==> config.mk <==
export PLATFORM = sky130hd
export DESIGN_NAME = ring_resource_grant_arbiter_unit
export DESIGN_NICKNAME = d
export VERILOG_FILES = /design/src/design/rrga_pkg.sv /design/src/design/rrga_outq.sv /design/src/design/ring_resource_grant_arbiter_unit.sv
export VERILOG_INCLUDE_DIRS = /design/src /design/src/design
export SDC_FILE = /design/constraint.sdc
export NUM_CORES = 1
export LEC_CHECK = 0
export BUFFER_PORTS_ARGS = -buffer_cell sky130_fd_sc_hd__buf_2
export CORE_MARGIN = 10
export CORE_UTILIZATION = 30
export CTS_CLUSTER_SIZE = 10
export DETAILED_ROUTE_END_ITERATION = 10
export GPL_TIMING_DRIVEN = 0
export PLACE_DENSITY = 0.5
export SETUP_SLACK_MARGIN = 0.3
export SLEW_MARGIN = 0
export SYNTH_ARGS = -nofsm -noshare
export SYNTH_HDL_FRONTEND = slang
export SYNTH_SLANG_ARGS = --single-unit
export TNS_END_PERCENT = 30
==> constraint.sdc <==
create_clock -name clk -period 6.3 [get_ports clk]
set_input_delay 0.63 -clock clk [delete_from_list [all_inputs] [get_ports clk]]
set_output_delay 0.63 -clock clk [all_outputs]
set_load 0.01 [all_outputs]
==> src/design/assert_macros.svh <==
// Assertion macros shared by the ring grant arbiter modules.
`ifndef ASSERT_MACROS_SVH
`define ASSERT_MACROS_SVH

// Check a condition on every clock edge outside reset.
`define RRGA_CHK(lbl, expr) \
  lbl: assert property (@(posedge clk) disable iff (!rst_n) (expr)) \
    else $error("assertion failed: invariant");

// Check that an antecedent implies a consequent in the same cycle.
`define RRGA_IMPL(lbl, ante, cons) \
  lbl: assert property (@(posedge clk) disable iff (!rst_n) (ante) |-> (cons)) \
    else $error("assertion failed: same-cycle implication");

// Check that an antecedent implies a consequent in the next cycle.
`define RRGA_NEXT(lbl, ante, cons) \
  lbl: assert property (@(posedge clk) disable iff (!rst_n) (ante) |=> (cons)) \
    else $error("assertion failed: next-cycle implication");

`endif

==> src/design/rrga_pkg.sv <==
// Shared constants and types for the ring grant arbiter.
`default_nettype none
package rrga_pkg;

  localparam int MAX_SEATS = 8;
  localparam int SEAT_W    = 3;
  localparam int RING_W    = 4;
  localparam int CFG_W     = 4;

  localparam logic [1:0] ST_THINKING = 2'd0;
  localparam logic [1:0] ST_HUNGRY   = 2'd1;
  localparam logic [1:0] ST_EATING   = 2'd2;

  localparam logic REQ_ACQUIRE = 1'b0;
  localparam logic REQ_RELEASE = 1'b1;

  localparam logic [CFG_W-1:0] RING_RESET = CFG_W'(5);

  typedef logic [1:0] seat_st_t;

  typedef struct packed {
    logic [SEAT_W-1:0] seat;
    logic              last;
  } grant_t;

endpackage
`default_nettype wire

==> src/design/rrga_outq.sv <==
// Two-entry grant output queue, pushes up to two words at once.
`default_nettype none
`include "assert_macros.svh"
module rrga_outq (
  input  wire logic            clk,
  input  wire logic            rst_n,
  input  wire logic            push_en,
  input  wire logic [1:0]      push_cnt,
  input  wire rrga_pkg::grant_t push_d0,
  input  wire rrga_pkg::grant_t push_d1,
  output logic                 out_valid,
  input  wire logic            out_ready,
  output rrga_pkg::grant_t     out_d,
  output logic [1:0]           cnt
);

  rrga_pkg::grant_t ent0_r, ent0_nxt;
  rrga_pkg::grant_t ent1_r, ent1_nxt;
  logic [1:0]       cnt_r, cnt_nxt;
  logic [1:0]       cnt_pop;
  logic             pop;

  assign out_valid = (cnt_r != 2'd0);
  assign out_d     = ent0_r;
  assign cnt       = cnt_r;
  assign pop       = out_valid && out_ready;

  always_comb begin
    ent0_nxt = ent0_r;
    ent1_nxt = ent1_r;
    cnt_pop  = cnt_r;
    if (pop) begin
      ent0_nxt = ent1_r;
      cnt_pop  = cnt_r - 2'd1;
    end
    cnt_nxt = cnt_pop;
    if (push_en && (push_cnt != 2'd0)) begin
      if (cnt_pop == 2'd0) begin
        ent0_nxt = push_d0;
      end else begin
        ent1_nxt = push_d0;
      end
      // two words only ever land in an empty queue
      if (push_cnt == 2'd2) begin
        ent1_nxt = push_d1;
      end
      cnt_nxt = cnt_pop + push_cnt;
    end
  end

  always_ff @(posedge clk) begin
    ent0_r <= ent0_nxt;
    ent1_r <= ent1_nxt;
    if (!rst_n) begin
      cnt_r <= 2'd0;
    end else begin
      cnt_r <= cnt_nxt;
    end
  end

  `RRGA_CHK(a_cnt_max, cnt_r <= 2'd2)
  `RRGA_IMPL(a_no_overflow, push_en, ({1'b0, cnt_r} + {1'b0, push_cnt}) <= 3'd2)
  `RRGA_NEXT(a_push_visible, push_en && (push_cnt != 2'd0), cnt_r != 2'd0)

endmodule
`default_nettype wire

==> src/design/ring_resource_grant_arbiter_unit.sv <==
// A new request is accepted only in idle, after the previous one has pushed its grants;
// each neighbor check is three reads through the single seat memory read port.
// Up to two grant words wait in an output queue while the next request runs.
// Reset (rst_n low, synchronous): all seats thinking, ring size 5, queue empty.
// Out-of-ring requests are accepted and dropped; the unit stays idle.
`default_nettype none
`include "assert_macros.svh"
module ring_resource_grant_arbiter_unit (
  input  wire logic       clk,
  input  wire logic       rst_n,
  input  wire logic       in_tvalid,
  output logic            in_tready,
  input  wire logic [7:0] in_tdata,   // [2:0] seat_id, [7:3] zero
  input  wire logic       in_tuser,   // [0] req_type
  output logic            out_tvalid,
  input  wire logic       out_tready,
  output logic [7:0]      out_tdata,  // [2:0] granted_seat, [7:3] zero
  output logic            out_tlast,  // last_in_run
  input  wire logic       cfg_valid,
  output logic            cfg_ready,
  input  wire logic [3:0] cfg_data    // seats_in_use
);

  localparam int SW = rrga_pkg::SEAT_W;
  localparam int RW = rrga_pkg::RING_W;

  localparam logic [2:0] S_IDLE = 3'd0;
  localparam logic [2:0] S_WRS  = 3'd1;
  localparam logic [2:0] S_RX   = 3'd2;
  localparam logic [2:0] S_RL   = 3'd3;
  localparam logic [2:0] S_RR   = 3'd4;
  localparam logic [2:0] S_DEC  = 3'd5;
  localparam logic [2:0] S_PUSH = 3'd6;

  function automatic logic [SW-1:0] left_of(input logic [SW-1:0] s, input logic [RW-1:0] n);
    logic [RW-1:0] l;
    l = (s == '0) ? (n - RW'(1)) : ({1'b0, s} - RW'(1));
    return l[SW-1:0];
  endfunction

  function automatic logic [SW-1:0] right_of(input logic [SW-1:0] s, input logic [RW-1:0] n);
    logic [RW-1:0] r;
    r = ({1'b0, s} == (n - RW'(1))) ? RW'(0) : ({1'b0, s} + RW'(1));
    return r[SW-1:0];
  endfunction

  logic [2:0]                    state_r, state_nxt;
  logic [rrga_pkg::CFG_W-1:0]    cfg_r;
  logic [RW-1:0]                 ring_n;
  logic [RW-1:0]                 n_r;
  logic                          rel_r;
  logic [SW-1:0]                 s_r;
  logic [SW-1:0]                 x_r;
  logic                          second_r;
  rrga_pkg::seat_st_t            cx_r, cl_r;
  logic                          g0_r, g1_r;
  logic [SW-1:0]                 gs0_r, gs1_r;

  logic                          in_fire;
  logic                          in_req_type;
  logic [SW-1:0]                 in_seat_id;
  logic                          seat_ok;

  // seat state memory with one write and one registered read port
  rrga_pkg::seat_st_t            mem [rrga_pkg::MAX_SEATS];
  logic [rrga_pkg::MAX_SEATS-1:0] vld_r;
  rrga_pkg::seat_st_t            rd_r;
  logic                          rd_vld_r;
  rrga_pkg::seat_st_t            rd_st;
  logic                          mem_we;
  logic [SW-1:0]                 mem_wa;
  rrga_pkg::seat_st_t            mem_wd;
  logic [SW-1:0]                 mem_ra;

  logic                          grant;
  logic                          push_en;
  logic [1:0]                    push_cnt;
  rrga_pkg::grant_t              push_d0, push_d1;
  rrga_pkg::grant_t              q_d;
  logic [1:0]                    q_cnt;
  logic                          push_fits;

  assign cfg_ready   = 1'b1;
  assign in_tready   = (state_r == S_IDLE);
  assign in_fire     = in_tvalid && in_tready;
  assign in_req_type = in_tuser;
  assign in_seat_id  = in_tdata[2:0];

  // clamp ring size into 2..MAX_SEATS
  always_comb begin
    if (RW'(cfg_r) < RW'(2)) begin
      ring_n = RW'(2);
    end else if (RW'(cfg_r) > RW'(rrga_pkg::MAX_SEATS)) begin
      ring_n = RW'(rrga_pkg::MAX_SEATS);
    end else begin
      ring_n = RW'(cfg_r);
    end
  end

  assign seat_ok = ({1'b0, in_seat_id} < ring_n);
  assign rd_st   = rd_vld_r ? rd_r : rrga_pkg::ST_THINKING;
  assign grant   = (cx_r == rrga_pkg::ST_HUNGRY) && (cl_r != rrga_pkg::ST_EATING) &&
                   (rd_st != rrga_pkg::ST_EATING);

  always_comb begin
    state_nxt = state_r;
    mem_we    = 1'b0;
    mem_wa    = x_r;
    mem_wd    = rrga_pkg::ST_EATING;
    mem_ra    = x_r;
    push_en   = 1'b0;
    case (state_r)
      S_IDLE: begin
        if (in_fire && seat_ok) begin
          state_nxt = S_WRS;
        end
      end
      S_WRS: begin
        mem_we    = 1'b1;
        mem_wa    = s_r;
        mem_wd    = rel_r ? rrga_pkg::ST_THINKING : rrga_pkg::ST_HUNGRY;
        state_nxt = S_RX;
      end
      S_RX: begin
        mem_ra    = x_r;
        state_nxt = S_RL;
      end
      S_RL: begin
        mem_ra    = left_of(x_r, n_r);
        state_nxt = S_RR;
      end
      S_RR: begin
        mem_ra    = right_of(x_r, n_r);
        state_nxt = S_DEC;
      end
      S_DEC: begin
        mem_we    = grant;
        state_nxt = (rel_r && !second_r) ? S_RX : S_PUSH;
      end
      S_PUSH: begin
        if (push_fits) begin
          push_en   = 1'b1;
          state_nxt = S_IDLE;
        end
      end
      default: begin
        state_nxt = S_IDLE;
      end
    endcase
  end

  // pack grants of one request; the later one carries last
  always_comb begin
    push_cnt     = {1'b0, g0_r} + {1'b0, g1_r};
    push_d0.seat = g0_r ? gs0_r : gs1_r;
    push_d0.last = !(g0_r && g1_r);
    push_d1.seat = gs1_r;
    push_d1.last = 1'b1;
  end

  assign push_fits = ({1'b0, q_cnt} + {1'b0, push_cnt}) <= 3'd2;

  always_ff @(posedge clk) begin
    if (mem_we) begin
      mem[mem_wa] <= mem_wd;
    end
    rd_r     <= mem[mem_ra];
    rd_vld_r <= vld_r[mem_ra];
  end

  always_ff @(posedge clk) begin
    if (!rst_n) begin
      state_r <= S_IDLE;
      cfg_r   <= rrga_pkg::RING_RESET;
      vld_r   <= '0;
      g0_r    <= 1'b0;
      g1_r    <= 1'b0;
    end else begin
      state_r <= state_nxt;
      if (cfg_valid && cfg_ready) begin
        cfg_r <= cfg_data;
      end
      if (mem_we) begin
        vld_r[mem_wa] <= 1'b1;
      end
      if (state_r == S_WRS) begin
        g0_r <= 1'b0;
        g1_r <= 1'b0;
      end
      if (state_r == S_DEC) begin
        if (second_r) begin
          g1_r <= grant;
        end else begin
          g0_r <= grant;
        end
      end
    end
  end

  always_ff @(posedge clk) begin
    if (in_fire) begin
      rel_r <= (in_req_type == rrga_pkg::REQ_RELEASE);
      s_r   <= in_seat_id;
      n_r   <= ring_n;
    end
    case (state_r)
      S_WRS: begin
        x_r      <= rel_r ? left_of(s_r, n_r) : s_r;
        second_r <= 1'b0;
      end
      S_RL: begin
        cx_r <= rd_st;
      end
      S_RR: begin
        cl_r <= rd_st;
      end
      S_DEC: begin
        if (second_r) begin
          gs1_r <= x_r;
        end else begin
          gs0_r <= x_r;
        end
        // advance to the right neighbor after the left one
        if (rel_r && !second_r) begin
          x_r      <= right_of(s_r, n_r);
          second_r <= 1'b1;
        end
      end
      default: begin
      end
    endcase
  end

  rrga_outq u_outq (
    .clk       (clk),
    .rst_n     (rst_n),
    .push_en   (push_en),
    .push_cnt  (push_cnt),
    .push_d0   (push_d0),
    .push_d1   (push_d1),
    .out_valid (out_tvalid),
    .out_ready (out_tready),
    .out_d     (q_d),
    .cnt       (q_cnt)
  );

  assign out_tdata = {{(8 - SW){1'b0}}, q_d.seat};
  assign out_tlast = q_d.last;

  `RRGA_IMPL(a_second_is_release, (state_r == S_DEC) && second_r, rel_r)
  `RRGA_NEXT(a_drop_out_of_ring, in_fire && !seat_ok, state_r == S_IDLE)
  `RRGA_IMPL(a_eat_write_in_dec, mem_we && (state_r != S_WRS), state_r == S_DEC)

endmodule
`default_nettype wire

==> impl_metrics.tcl, run 1 <==
set metrics [dict create \
    outcome "finished, final reports clean" \
    vias 2286 \
    postCtsHoldBufs 0 \
    critPathKind "reg -> reg" \
    grt_overflow 0 \
    dp_slack_ns 3.61 \
    dpl_cell_area_um2 3730 \
    seqCellArea_um2 1780 \
    synth_seq_cells 68 \
    p_seq_share_pct 40.9 \
    slew_headroom_pct 56.9 \
    dp_hpwl_mm 5.14 \
    max_freq_ghz 0.371 \
    die-height_um 127 \
    min_path_type "reg -> reg" \
    drt_wl_total_mm 6.73 \
    io_pins 30 \
    cp-start-kind "flop" \
    numCtsBuffers 9 \
    maxCapViolCount 0 \
    worstSkewPairLatency_ns 0.33 \
    start_util_pct 30.5 \
    p_leak_nw 1.65 \
    first_pass_iters 4 \
    layout.nets 386 \
    tightest_slew_ns 0.640 \
    final_cell_area_um2 4070 \
    multiInputGateArea_um2 1500 \
    core_um2 11300 \
    synth-async-reset-ratio_pct 0 \
    power_switching_w 0.000325 \
    setup_tns_ns 0 \
    hold_slack_ns 0.467 \
    synth_warnings 0 \
    ant_nets 0 \
    clkSlewWorstSetupHoldPaths_ns 0.06 \
    cts-root-buf "clkbuf_16" \
    finalCritPeriodShare_pct 42.8 \
    place.gp.congestion 0.829 \
    cts_tree "done" \
    clock-sinks 68 \
    ys_top_cells_by_count "47 x nor2_1, 42 x edfxtp_1, 29 x mux2i_1" \
    drv_slew 0 \
    syn_area_per_cell_um2 10.8 \
    setup_viol 0 \
    post_cts_buffers 0 \
    track_usage_pct 8.78 \
    synth_area_um2 3450 \
    synth_top_area_cell "edfxtp_1" \
    cts_max_level 3 \
    peakVddDrop_v 0.000147 \
    grt_pass1_vias 2288 \
    synth_flop_cell "edfxtp_1" \
    synth_edf_count 42 \
    synth_cell_types 46 \
    layout-drive-gt1-share_pct 15.6 \
    synth_seq_area_share_pct 51.7 \
    p_comb_share_pct 15.9 \
    fp.dieArea_um2 16200 \
    cts_resized 0 \
    num-fill-cells 1144 \
    diodes 0 \
    antenna_found_initial 0 \
    syn-instance-count 320 \
    cp.arrival_ns 2.90 \
    final_hold_viol_count 0 \
    grt_max_degree 14 \
    synth.most_common_cell "nor2_1" \
    required_ns 6.51 \
    dieWidth_um 127 \
    area_delta_synth_final_pct 18.1 \
    vias_per_cell 4.56 \
    io_buffer_count 17 \
    grt_first_pass_wirelength_mm 11.3 \
    synth_top_cell_area_share_pct 36.6 \
    finClkSkew_ns 0.0104 \
    crit_path_end_kind "flop" \
    num_rows 39 \
    p_sw_share_pct 24.7 \
    final_cells 501 \
    synth_area_leaders "edfxtp_1 37%, dfxtp_1 15%, mux2i_1 8.4%, nor2_1 5.1%, ha_1 5.1%" \
    setup_ws_ns 3.61 \
    clkPwrFrac_pct 43.2 \
    routedWlPerCell_um 13.4 \
    cts.path.max_buffers 2 \
    crit_path_max_fanout 10 \
    period_needed_ns 2.69 \
    rsz0062_at_grt "no" \
    power.density_nw_per_um2 324 \
    drt-initial-drc-count 102 \
    drc 0 \
    place_inst 485 \
    intPower_w 0.000994 \
]
[critical path: stages, from the launching register on]
cell and delay (ns):
edfxtp_1 0.44, clkbuf_1 0.34, inv_1 0.11, ha_1 0.24
nand2b_1 0.14, nor2_1 0.05, o21ai_0 0.19, o211a_4 0.23
buf_6 0.18, mux2i_1 0.23, mux2i_1 0.12, mux2_2 0.28
[path summary, 6_finish.rpt]
check / startpoint / end / slack (ns) / depth (start not counted)
min reg2reg: vld_r[1] / vld_r[1] / 0.47 / 2
max: x_r[0] / rd_r[1] / 3.61 / 11
max reg2reg: x_r[0] / rd_r[1] / 3.61 / 11
min: vld_r[1] / vld_r[1] / 0.47 / 2
[layer usage]
metal | track usage, % | share of wire [%] | wire, um | up-vias
met5 | 0 | 0 | 0 | -
met4 | 3.75 | 1.8 | 120 | 0
met3 | 2.85 | 4.0 | 267 | 10
met2 | 14.3 | 47 | 3190 | 42
met1 | 10.4 | 47 | 3150 | 1053
li1 | - | - | - | 1181
[sequential cells by signal (all words and copies together) (netlist names), 2 cells and up]
signal         count
x_r                3
s_r                3
rd_r               2
state_r            3
vld_r              8
n_r                4
u_outq.out_d       4
cfg_r              4
gs1_r              3
u_outq.ent1_r      4
mem               16
cx_r               2
gs0_r              3
cl_r               2
u_outq.cnt         2
[through the flow]
step | power (W) | util [%]
6_report | 0.00132 | 36.0
5_1_grt | 0.00139 | 36.0
4_1_cts | 0.00134 | 36.0
3_5_place_dp | 0.000762 | 33.0
3_3_place_gp | 0.000759 | 33.0
2_1_floorplan | 0.000699 | -
[cell usage in the layout (no fill, tap or decap), types with 2 or more instances in the layout]
master,instances
mux2_2,10
bufinv_16,3
xor2_1,4
inv_1,22
conb_1,7
nor3_1,8
edfxtp_1,42
mux2i_1,29
a21o_1,2
a21oi_1,12
buf_6,2
nor2_1,47
nand3_1,2
clkbuf_1,9
nor3b_1,2
buf_4,6
nand2_1,16
a31oi_1,8
o22ai_1,3
dfxtp_1,26
clkbuf_16,9
and2_1,4
o21ai_0,13
nand2b_1,6
buf_2,17
ha_1,14
xnor2_1,7
nor2b_1,4
[cells by family (layout without fill, tap and decap cells)]
kind of cell	after synthesis	in the layout	synth area share, %
AOI/OAI and AO/OA	48	48	9.10
xor gates and xnor gates	12	12	3.45
adders and majority gates	15	15	5.66
buffers and inverters	41	74	5.55
DFF	68	68	51.7
muxes	39	39	11.7
other	2	7	0.218
and+or+nand+nor	95	95	12.7
[area by class of cell]
class | instances | area share (%)
inverters | 24 | 2.21
clock buffers | 10 | 5.62
well taps | 143 | 4.39
clock inverters | 6 | 2.73
plain buffers | 17 | 2.49
flip-flops and latches | 68 | 43.7
multi-input cells | 216 | 36.7
repair buffers | 17 | 2.09
[power groups by stage]
stage | clock network (W) | logic, W | registers (W)
finish | 0.000570 | 0.000210 | 0.000539
global route | 0.000603 | 0.000239 | 0.000545
CTS | 0.000581 | 0.000214 | 0.000540
detailed placement | 0 | 0.000213 | 0.000549
global placement | 0 | 0.000211 | 0.000549
floorplan | 0 | 0.000151 | 0.000548
Note: power is estimated with default switching activity, not from simulation.
==> run 2: changes to the inputs <==
--- a/config.mk
+++ b/config.mk
@@ -12,7 +12,7 @@
 export CTS_CLUSTER_SIZE = 10
 export DETAILED_ROUTE_END_ITERATION = 10
 export GPL_TIMING_DRIVEN = 0
-export PLACE_DENSITY = 0.5
+export PLACE_DENSITY = 0.51
 export SETUP_SLACK_MARGIN = 0.3
 export SLEW_MARGIN = 0
 export SYNTH_ARGS = -nofsm -noshare
==> constraint.sdc (replaced) <==
create_clock -name clk -period 2.45 [get_ports clk]
set_input_delay 0.245 -clock clk [delete_from_list [all_inputs] [get_ports clk]]
set_output_delay 0.245 -clock clk [all_outputs]
set_load 0.01 [all_outputs]
==> run 2 against run 1 <==
Net effect:
- core utilization increased by 2.1 points
- power is 150% higher
- register-to-register slack worse by 3.5 ns
- critical endpoint unchanged
- largest power group is now registers
==> impl_metrics.tcl, run 2 (synthesis results as in run 1) <==
set metrics [dict create \
    num-fill-cells 1113 \
    r2r_end "rd_r[1]" \
    clkSlewWorstSetupHoldPaths_ns 0.05 \
    clock-sinks 68 \
    die-height_um 127 \
    maxCapViolCount 0 \
    drt_wl_total_mm 7.10 \
    core_um2 11300 \
    setup_ws_ns 0.0558 \
    r2r_slack_ns 0.06 \
    worstSkewPairLatency_ns 0.33 \
    worstReg2RegStart "n_r[0]" \
    final_common_cell "nor2_1" \
    cp.arrival_ns 2.61 \
    max_freq_ghz 0.418 \
    grt_max_degree 14 \
    drv_slew 0 \
    hold_start "in_tuser" \
    utilization_pct 38.1 \
    min_path_type "in -> reg" \
    dp_hpwl_mm 5.20 \
    dp_slack_ns -0.0735 \
    layout-drive-gt1-share_pct 25.1 \
    final_cell_area_um2 4310 \
    fp.dieArea_um2 16200 \
    multiInputGateArea_um2 1610 \
    crit_path_end_kind "flop" \
    seqCellArea_um2 1790 \
    dpl_cell_area_um2 3770 \
    rsz0062_at_grt "yes" \
    p_leak_nw 1.74 \
    drt-initial-drc-count 163 \
    io_buffer_count 17 \
    power.density_nw_per_um2 761 \
    cp-endpoint "rd_r[1]" \
    cp-start-kind "flop" \
    grt_overflow 0 \
    setup_viol 0 \
    cts-root-buf "clkbuf_16" \
    regMostFlops "mem" \
    largest_reg_flops 16 \
    cts.path.max_buffers 2 \
    io_pins 30 \
    peakVddDrop_v 0.000390 \
    cts_tree "done" \
    grt_pass1_vias 2399 \
    tightest_slew_ns 0.634 \
    antenna_found_initial 0 \
    track_usage_pct 9.15 \
    final_hold_viol_count 0 \
    layout.nets 403 \
    finalCritPeriodShare_pct 97.7 \
    final_cells 517 \
    place_inst 485 \
    cts_max_level 3 \
    startpoint "n_r[0]" \
    postCtsHoldBufs 0 \
    crit_path_max_fanout 5 \
    place.gp.congestion 0.817 \
    grt_first_pass_wirelength_mm 11.8 \
    drc 0 \
    vias_per_cell 4.61 \
    critPathKind "reg -> reg" \
    reg_top3 "mem: 16 flops, vld_r: 8 flops" \
    r2r_cells 10 \
    num_rows 39 \
    required_ns 2.66 \
    numCtsBuffers 9 \
    layout_common_cells "45 x nor2_1, 42 x edfxtp_1, 26 x mux2i_1" \
    start_util_pct 30.5 \
    routedWlPerCell_um 13.7 \
    first_pass_iters 4 \
    dieWidth_um 127 \
    period_needed_ns 2.39 \
    finClkSkew_ns 0.00804 \
    ant_nets 0 \
    slew_headroom_pct 57.3 \
    outcome "finished, final reports clean" \
    vias 2381 \
    area_delta_synth_final_pct 24.9 \
    diodes 0 \
]
## run 2: power breakdown
part | switching, W | internal, W
sequential | 0.0000622 | 0.00132
combinational | 0.000349 | 0.000319
clock | 0.000456 | 0.000771
total | 0.000867 | 0.00241
## run 2: worst max-delay path, cell delays in order (launching register included)
cell	delay, ns
edfxtp_1	0.46
inv_2	0.08
ha_4	0.29
xor2_2	0.16
nand2_2	0.08
a22oi_2	0.17
o211a_4	0.24
buf_12	0.14
mux2i_2	0.22
mux2i_1	0.15
mux2_2	0.28
## run 2: routing by layer
layer	GRT usage (%)	vias up	part of all wire (%)
li1	-	1210	-
met1	11.0	1116	47
met2	14.5	42	47
met3	3.47	13	3.9
met4	3.55	0	1.8
met5	0	-	0
## run 2: final cells by class
cell class | instances | share of cell area (%)
plain buffers | 17 | 2.76
repair buffers | 34 | 5.69
flip-flops and latches | 68 | 41.5
clock inverters | 6 | 1.31
inverters | 24 | 2.09
clock buffers | 9 | 5.23
well taps | 143 | 4.15
multi-input cells | 216 | 37.3
## run 2: worst min path at each step
| stage | slack [ns] | end | cells after the start |
|---|---|---|---|
| after floorplan | 0.31 | cfg_r[0] | 1 |
| final | 0.09 | rel_r | 1 |
| after global placement | 0.43 | rel_r | 1 |
| after CTS | 0.08 | rel_r | 1 |
| after global routing | 0.07 | rel_r | 1 |
| after detailed placement | 0.42 | rel_r | 1 |
## run 2: what timing repair did
action,in CTS,in global routing
pin swaps,5,5
gates cloned,1,0
buffers inserted,12,4
setup endpoints to repair,17,28
resized for setup,13,13
## run 2: stage by stage
step                total power (W)  hold slack, ns  setup TNS [ns]
CTS                         0.00328          0.0758               0
detailed placement          0.00198           0.424          -0.136
floorplan                   0.00181           0.307               0
global route                0.00345          0.0749               0
finish                      0.00328          0.0904               0
global placement            0.00197           0.427         -0.0470
==> run 3: changes to the inputs <==
--- a/config.mk
+++ b/config.mk
@@ -6,16 +6,15 @@
 export SDC_FILE = /design/constraint.sdc
 export NUM_CORES = 1
 export LEC_CHECK = 0
+export ABC_AREA = 1
 export BUFFER_PORTS_ARGS = -buffer_cell sky130_fd_sc_hd__buf_2
 export CORE_MARGIN = 10
 export CORE_UTILIZATION = 30
 export CTS_CLUSTER_SIZE = 10
 export DETAILED_ROUTE_END_ITERATION = 10
 export GPL_TIMING_DRIVEN = 0
-export PLACE_DENSITY = 0.51
 export SETUP_SLACK_MARGIN = 0.3
 export SLEW_MARGIN = 0
 export SYNTH_ARGS = -nofsm -noshare
 export SYNTH_HDL_FRONTEND = slang
 export SYNTH_SLANG_ARGS = --single-unit
-export TNS_END_PERCENT = 30
==> run 3 against run 2 <==
Net effect:
- non-clock buffer count fell by 8
- routed wire length rose by 1.5%
- final cell count rose by 17%
- core utilization fell by 0.46 points
- power rose by 11%
- sequential share of layout area rose by 0.17 points
- area after synthesis rose by 1.8%
- clock skew rose by 0.0014 ns
- clock power rose by 9.8%
- largest cell class unchanged
- highest routed layer unchanged
==> impl_metrics.tcl, run 3 <==
set metrics [dict create \
    num_rows 39 \
    worstSkewPairLatency_ns 0.33 \
    cp.arrival_ns 2.51 \
    power.density_nw_per_um2 844 \
    synth_warnings 0 \
    crit_path_max_fanout 4 \
    vias_per_cell 4.48 \
    synth_seq_area_share_pct 50.7 \
    synth_area_um2 3510 \
    first_pass_iters 4 \
    num-fill-cells 1160 \
    setup_viol 0 \
    place.gp.congestion 0.873 \
    synth-async-reset-ratio_pct 0 \
    area_delta_synth_final_pct 22.3 \
    clock-sinks 68 \
    syn_area_per_cell_um2 8.54 \
    period_needed_ns 2.30 \
    reg_top3 "mem: 16 flops, vld_r: 8 flops" \
    synth_edf_count 42 \
    clkSlewWorstSetupHoldPaths_ns 0.05 \
    worst-path-buf-inv 2 \
    postCtsHoldBufs 0 \
    diodes 0 \
    required_ns 2.66 \
    setup_tns_ns 0 \
    layout_common_cells "83 x nand2_1, 60 x inv_1, 45 x nand3_1" \
    ant_nets 0 \
    synth_seq_cells 68 \
    ys_top_cells_by_count "87 x nand2_1, 64 x inv_1, 45 x nand3_1, 45 x nor2_1, 42 x edfxtp_1" \
    routedWlPerCell_um 11.9 \
    highest_layer "met4" \
    fp.dieArea_um2 16400 \
    dpl_cell_area_um2 3850 \
    dieWidth_um 128 \
    synth.most_common_cell "nand2_1" \
    p_leak_nw 1.99 \
    final_cell_area_um2 4290 \
    drt-initial-drc-count 237 \
    maxCapViolCount 0 \
    numCtsBuffers 9 \
    dp_hpwl_mm 5.23 \
    syn-instance-count 411 \
    wl_met1_mm 3.24 \
    grt_overflow 0 \
    die-height_um 128 \
    final_hold_viol_count 0 \
    final_cells 605 \
    core_um2 11400 \
    antenna_found_initial 0 \
    final_common_cell "nand2_1" \
    critPathKind "reg -> reg" \
    io_pins 30 \
    hold_slack_ns 0.0928 \
    synth_flop_cell "edfxtp_1" \
    rsz0062_at_grt "yes" \
    drv_slew 0 \
    grt_first_pass_wirelength_mm 12.1 \
    min_path_type "in -> reg" \
    crit_path_end_kind "flop" \
    outcome "finished, final reports clean" \
    cpMostUsedCell "ha_4" \
    cts_max_level 3 \
    setup_ws_ns 0.153 \
    vias 2711 \
    peakVddDrop_v 0.000372 \
    critPathTopFamily "adder cells" \
    cts.path.max_buffers 2 \
    multiInputGateArea_um2 1490 \
    dr_wl_met3_um 350 \
    start_util_pct 30.7 \
    grt_max_degree 18 \
    tightest_slew_ns 0.625 \
    synth_top_cell_area_share_pct 35.9 \
    layout.nets 490 \
    slew_headroom_pct 58.3 \
    seqCellArea_um2 1790 \
    max_freq_ghz 0.435 \
    synth_area_leaders "edfxtp_1 36%, dfxtp_1 15%, nand2_1 9.3%, inv_1 6.8%, nand3_1 6.4%" \
    slowest_stage "fa_1" \
    layout-drive-gt1-share_pct 18.4 \
    cp_slowest_stage_delay_ns 0.43 \
    io_buffer_count 18 \
    track_usage_pct 9.04 \
    synth_cell_types 32 \
    finClkSkew_ns 0.00947 \
    regMostFlops "mem" \
    cp-start-kind "flop" \
    finalCritPeriodShare_pct 93.8 \
    drt_wl_total_mm 7.21 \
    synth_top_area_cell "edfxtp_1" \
    cts-root-buf "clkbuf_16" \
    cts_tree "done" \
    place_inst 577 \
    dp_slack_ns 0.00271 \
    largest_reg_flops 16 \
    wl_met2_mm 3.50 \
    grt_pass1_vias 2635 \
    crit_chain "inv_2 -> ha_4 -> ha_4 -> fa_1 -> a21oi_1 -> inv_1 -> nor2_2 -> nand2_2 -> nor3_4 -> mux2_4" \
    drc 0 \
]
run 3: cell types whose count changed after synthesis, moves of 6 or more:
cell      delta
nor3_1       -8
nand2b_1     -6
a31oi_1      -8
nand3_1     +43
mux2i_1     -28
inv_1       +42
clkbuf_1     -6
o21ai_0     +12
nand2_1     +71
run 3: kinds of logic after synthesis:
kind of cell    Yosys count  share of synthesized area, %
mux                       7                          2.21
flops                    68                          50.7
fa+ha+maj                15                          5.56
compound gates           51                          8.02
simple gates            185                          22.1
xor+xnor                  6                          1.50
buf+inv                  77                          9.69
other cells               2                         0.214
run 3: path summary, 6_finish.rpt:
kind | cells after the start | end | from | slack, ns
worst max-delay path | 10 | u_outq.out_d[2] | g1_r | 0.15
worst min-delay path | 1 | rel_r | in_tuser | 0.09
worst max register to register | 10 | u_outq.out_d[2] | g1_r | 0.15
worst min register to register | 2 | vld_r[5] | vld_r[5] | 0.48
run 3: what timing repair did:
| action | in CTS | in global routing |
|---|---|---|
| resized for setup | 3 | 12 |
| endpoints found under the setup margin | 8 | 18 |
| pin swaps | 4 | 1 |
| hold endpoints to repair | 0 | 0 |
| setup buffers | 8 | 4 |
run 3: report_power, final:
part           switching [W]  internal [W]
clock               0.000466      0.000887
sequential         0.0000758       0.00138
combinational       0.000487      0.000331
run 3: area by class of cell:
type	instances	share of cell area, %
Multi-Input combinational cell	271	34.7
Timing Repair Buffer	30	4.28
Inverter	64	5.59
Tap cell	143	4.17
Clock inverter	5	1.81
Buffer	13	2.39
Clock buffer	11	5.42
Sequential cell	68	41.6
run 3: per-stage QoR:
stage | util (%) | total power (W)
after CTS | 37.0 | 0.00363
after floorplan | - | 0.00205
final | 37.6 | 0.00363
after global placement | 33.7 | 0.00224
after global routing | 37.6 | 0.00384
after detailed placement | 33.7 | 0.00226
run 3: metal layers:
metal / track usage [%] / vias up
met5: 0 / -
met3: 2.48 / 10
met4: 4.97 / 0
li1: - / 1415
met1: 10.5 / 1233
met2: 14.7 / 53
